==> src/hme_pkg.sv <==
`timescale 1ns / 1ps
`default_nettype none
package hme_pkg;
   localparam int BUCKETS    = 256;
   localparam int WAYS       = 4;
   localparam int KEY_BITS   = 32;
   localparam int VALUE_BITS = 32;
   localparam int SLOTS      = BUCKETS * WAYS;
   localparam int SLOT_BITS  = $clog2(SLOTS);
   localparam int BKT_BITS   = (BUCKETS > 1) ? $clog2(BUCKETS) : 1;
   localparam int WAY_BITS   = (WAYS > 1) ? $clog2(WAYS) : 1;
   localparam int CFG_BITS   = 9;
   localparam int CNT_BITS   = 11;
   localparam int KCNT_BITS  = $clog2(KEY_BITS + 1);
   localparam int WCNT_BITS  = $clog2(WAYS + 1);

   localparam logic [1:0] MODE_INSERT = 2'd0;
   localparam logic [1:0] MODE_LOOKUP = 2'd1;
   localparam logic [1:0] MODE_REMOVE = 2'd2;
   localparam logic [1:0] MODE_UNUSED = 2'd3;

   localparam logic [2:0] ST_INSERTED = 3'd0;
   localparam logic [2:0] ST_PRESENT  = 3'd1;
   localparam logic [2:0] ST_FULL     = 3'd2;
   localparam logic [2:0] ST_FOUND    = 3'd3;
   localparam logic [2:0] ST_MISSING  = 3'd4;
   localparam logic [2:0] ST_REMOVED  = 3'd5;

   typedef enum logic [2:0] {
      S_CLR, S_IDLE, S_DIV, S_SCAN, S_WAIT, S_ACT, S_OUT
   } state_type;

   typedef struct packed {
      logic clr_step;
      logic load;
      logic div_step;
      logic scan_start;
      logic scan_step;
      logic act;
   } cmd_type;

   typedef struct packed {
      logic clr_done;
      logic div_done;
      logic scan_done;
   } sts_type;
endpackage
`default_nettype wire

==> src/hme_ctrl.sv <==
`timescale 1ns / 1ps
`default_nettype none
module hme_ctrl (
   input  wire logic             clock,
   input  wire logic             reset,
   input  wire logic             req_valid,
   output logic                  req_ready,
   output logic                  rsp_valid,
   input  wire logic             rsp_ready,
   input  wire hme_pkg::sts_type sts,
   output hme_pkg::cmd_type      cmd
);
   hme_pkg::state_type state_ff, state_in;

   always_ff @(posedge clock) begin
      if (reset) state_ff <= hme_pkg::S_CLR;
      else       state_ff <= state_in;
   end

   always_comb begin
      state_in = state_ff;
      case (state_ff)
         hme_pkg::S_CLR:  if (sts.clr_done) state_in = hme_pkg::S_IDLE;
         hme_pkg::S_IDLE: if (req_valid) state_in = hme_pkg::S_DIV;
         hme_pkg::S_DIV:  if (sts.div_done) state_in = hme_pkg::S_SCAN;
         hme_pkg::S_SCAN: state_in = hme_pkg::S_WAIT;
         hme_pkg::S_WAIT: if (sts.scan_done) state_in = hme_pkg::S_ACT;
         hme_pkg::S_ACT:  state_in = hme_pkg::S_OUT;
         hme_pkg::S_OUT:  if (rsp_ready) state_in = hme_pkg::S_IDLE;
         default:         state_in = hme_pkg::S_IDLE;
      endcase
   end

   always_comb begin
      cmd       = '0;
      req_ready = 1'b0;
      rsp_valid = 1'b0;
      case (state_ff)
         hme_pkg::S_CLR:  cmd.clr_step = 1'b1;
         hme_pkg::S_IDLE: begin
            req_ready = 1'b1;
            cmd.load  = req_valid;
         end
         hme_pkg::S_DIV:  cmd.div_step   = 1'b1;
         hme_pkg::S_SCAN: cmd.scan_start = 1'b1;
         hme_pkg::S_WAIT: cmd.scan_step  = 1'b1;
         hme_pkg::S_ACT:  cmd.act        = 1'b1;
         hme_pkg::S_OUT:  rsp_valid      = 1'b1;
         default: ;
      endcase
   end
endmodule
`default_nettype wire

==> config.mk <==
export PLATFORM = sky130hd
export DESIGN_NAME = hme_ctrl
export DESIGN_NICKNAME = d
export VERILOG_FILES = /design/src/hme_pkg.sv /design/src/hme_ctrl.sv
export SDC_FILE = /design/constraint.sdc
export NUM_CORES = 1
export LEC_CHECK = 0
export CAP_MARGIN = 10
export CORE_AREA = 5 5 42 44
export DETAILED_ROUTE_END_ITERATION = 7
export DIE_AREA = 0 0 47 49
export DONT_BUFFER_PORTS = 1
export PLACE_DENSITY_LB_ADDON = 0.25
export SLEW_MARGIN = 20
export SYNTH_ARGS = -nofsm -noshare
export SYNTH_HDL_FRONTEND = slang
export SYNTH_SLANG_ARGS = --single-unit
==> constraint.sdc <==
create_clock -name clock -period 1.9 [get_ports clock]
set_input_delay 0.38 -clock clock [delete_from_list [all_inputs] [get_ports clock]]
set_output_delay 0.38 -clock clock [all_outputs]
set_load 0.005 [all_outputs]
==> metrics.csv <==
metric,value,unit
asr flop ratio synth,0,%
ANT cells,0,
CTS Buffer Depth,2,
cell taking the most area after synthesis,dfxtp_1,
maximum vdd ir drop,0.454,mV
Top Ports,15,
H-tree depth,1,
core footprint,1400,µm²
Filler cells,150,
CTS tree,done,
switching part of the total power,43.9,%
antenna violations before repair,0,
clock insertion delay at the later pin of the skew report,0.24,ns
Largest regs,state_ff: 3 flops,
synthesized cell area,300,µm²
Clock Skew,0.0110,ns
first-pass GRT wire length,1.08,mm
placed inst area,308,µm²
First-pass DRT Iterations,4,
WL final,702,µm
metal3 WL,79,µm
"Distinct cells, synth",23,
xor and xnor area share after synthesis,2.92,%
Via-to-Cell Ratio,4.76,
Top Metal Used,met3,
Synth Register Bits,3,
DR WL met2,337,µm
die span in y,49,µm
final non-filler cell total,55,
Hold Path Origin,reset,
WL met1,285,µm
main combinational cell family by area after synthesis,simple AND/OR/NAND/NOR gates,
DRT iter0 DRCs,3,
wire per inst,12.8,µm
P_leak,0.133,nW
pwr dens,1570,nW/µm²
clock network fraction of total power,22.1,%
Syn Nets,45,
hold_ws,0.212,ns
Pint,0.294,mW
top-area cell type share of the netlist area,20.0,%
share of layout cells above drive strength 1,20.5,%
Root Buffer,clkbuf_4,
outcome,finished clean,
total of max-cap violations,0,
die extent in x,47,µm
worst r2r dst,state_ff[1]$_SDFFE_PP0P_,
Tot GR Track Use,6.68,%
period utilisation layout,91.1,%
Post-CTS Setup Bufs,0,
cell area after layout,334,µm²
largest net degree at the start of global routing,13,
nets,48,
dpl cells,51,
Num CTS Buffers,3,
Post-synth EDFFs,0,
worst reg2reg path depth,5,
RSZ-0062 raised after global routing,false,
Synth Area in Simple Gates,30.8,%
area grow syn2layout,11.2,%
Slew Limit Fails,0,
number of global-route vias before repair,244,
Final HPWL DP,557,µm
synth warn,0,
Syn Inst Count,37,
Sink Count,3,
Reg area,60.1,µm²
register with the most flip-flops,state_ff,
Syn Area/Cell,8.12,µm²
setup tns final,0,ns
die footprint,2300,µm²
row count,14,
ranking of synthesized cells by area,"dfxtp_1 (20%), nor3_1 (8.3%), mux2i_1 (6.7%), nor3b_4 (6.3%), buf_4 (5.0%)",
GPL Wtd Cong,0.648,
startpoint types,flip-flop,
post-CTS sizing,0,
Worst-path clk slew,0.04,ns
hold worst-path end,state_ff[0]$_SDFFE_PP0P_,
NetSw,0.230,mW
crit path time final,1.73,ns
logic gate share of total power,52.8,%
kind of critical path,reg2out,
post-synthesis compound-gate area fraction,23.8,%
Seq pwr share,25.0,%
worst-margin pin slew,0.381,ns
ANT nets after route,0,
hold-critical path depth,1,
register area share after synthesis,20.0,%
Setup crit end kind,primary output,
via count,262,
Setup-failing EPs final,0,
"Core Util, Final",23.8,%
critical register-to-register path startpoint,state_ff[2]$_SDFFE_PP0P_,
multiplexer share of the synthesized area,6.67,%
grt ovf,0,
max reg flops,3,
Rel. slew slack,74.6,%
Worst EP arrival,1.35,ns
CTS Hold Bufs,0,
reg2reg setup slack,0.44,ns
Synth Area in Adders,4.17,%
Main synth FF type,dfxtp_1,
Worst EP required,1.52,ns
"critical path fanouts, max",12,
Final Hold Vio Count,0,
Starting Density,21.4,%
DRC,0,
multi-input logic area,205,µm²
fmax,578,MHz
hold crit path type,in2reg,
PortBufs,0,
how the worst max path moves through the flow:
stage	end	start	slack, ns	cells after the start
6_report	cmd[4]	state_ff[0]$_SDFFE_PP0P_	0.17	2
3_3_place_gp	cmd[4]	state_ff[0]$_SDFFE_PP0P_	0.43	2
3_5_place_dp	cmd[4]	state_ff[0]$_SDFFE_PP0P_	0.41	2
4_1_cts	cmd[4]	state_ff[0]$_SDFFE_PP0P_	0.15	2
5_1_grt	cmd[4]	state_ff[0]$_SDFFE_PP0P_	0.07	2
2_1_floorplan	state_ff[1]$_SDFFE_PP0P_	state_ff[1]$_SDFFE_PP0P_	0.42	7
cells in the final DEF (no fill, tap or decap), drive strengths merged:
cell / Yosys / layout
o21a: 2 / 2
inv: 4 / 4
nor3b: 2 / 2
and3: 2 / 2
ha: 1 / 1
nor3: 5 / 5
a21boi: 1 / 1
xnor2: 1 / 1
nand2b: 1 / 1
o31ai: 1 / 1
a31oi: 1 / 1
nor2: 2 / 2
dfxtp: 3 / 3
mux2i: 2 / 2
and2: 1 / 1
clkbuf: 0 / 4
a311oi: 1 / 1
buf: 3 / 1
a22oi: 1 / 1
a21oi: 2 / 2
nor2b: 1 / 1
per-stage QoR:
step	setup WS (ns)	power, mW
finish	0.169	0.524
CTS	0.154	0.533
detailed placement	0.414	0.411
floorplan	0.425	0.375
global placement	0.426	0.416
global route	0.0689	0.578
worst max-delay path, stage by stage, from the launching register on:
cell	delay, ns
dfxtp_1	0.54
nor3b_4	0.35
and2_1	0.21
power by group through the flow:
stage	Clock [mW]	Combinational [mW]	Sequential, mW
after floorplan	0	0.276	0.0990
after detailed placement	0	0.279	0.133
after global placement	0	0.285	0.131
after global routing	0.123	0.317	0.138
final	0.116	0.277	0.131
after CTS	0.121	0.281	0.131
layout make-up:
class | instances | area share [%]
multi-input cells | 27 | 61.4
flip-flops and latches | 3 | 18.0
clock buffers | 4 | 7.87
well taps | 16 | 5.99
inverters | 4 | 4.49
repair buffers | 1 | 2.25
logic make-up (layout without fill, tap and decap cells):
logic type,after synthesis,count (layout)
simple gates,14,14
compound gates,9,9
buf+inv,7,9
flops,3,3
mux,2,2
fa+ha+maj,1,1
xor+xnor,1,1
cells in the mapped netlist, types with 2 or more instances:
cell type	number
a21oi_1	2
and3_1	2
buf_4	2
dfxtp_1	3
inv_1	4
mux2i_1	2
nor3_1	5
o21a_1	2
layer usage:
layer	vias to the layer above	track usage, %
li1	134	-
met1	118	8.75
met2	10	8.14
met3	0	2.58
met4	0	5.53
met5	-	0
(Power assumes the default switching activity.)
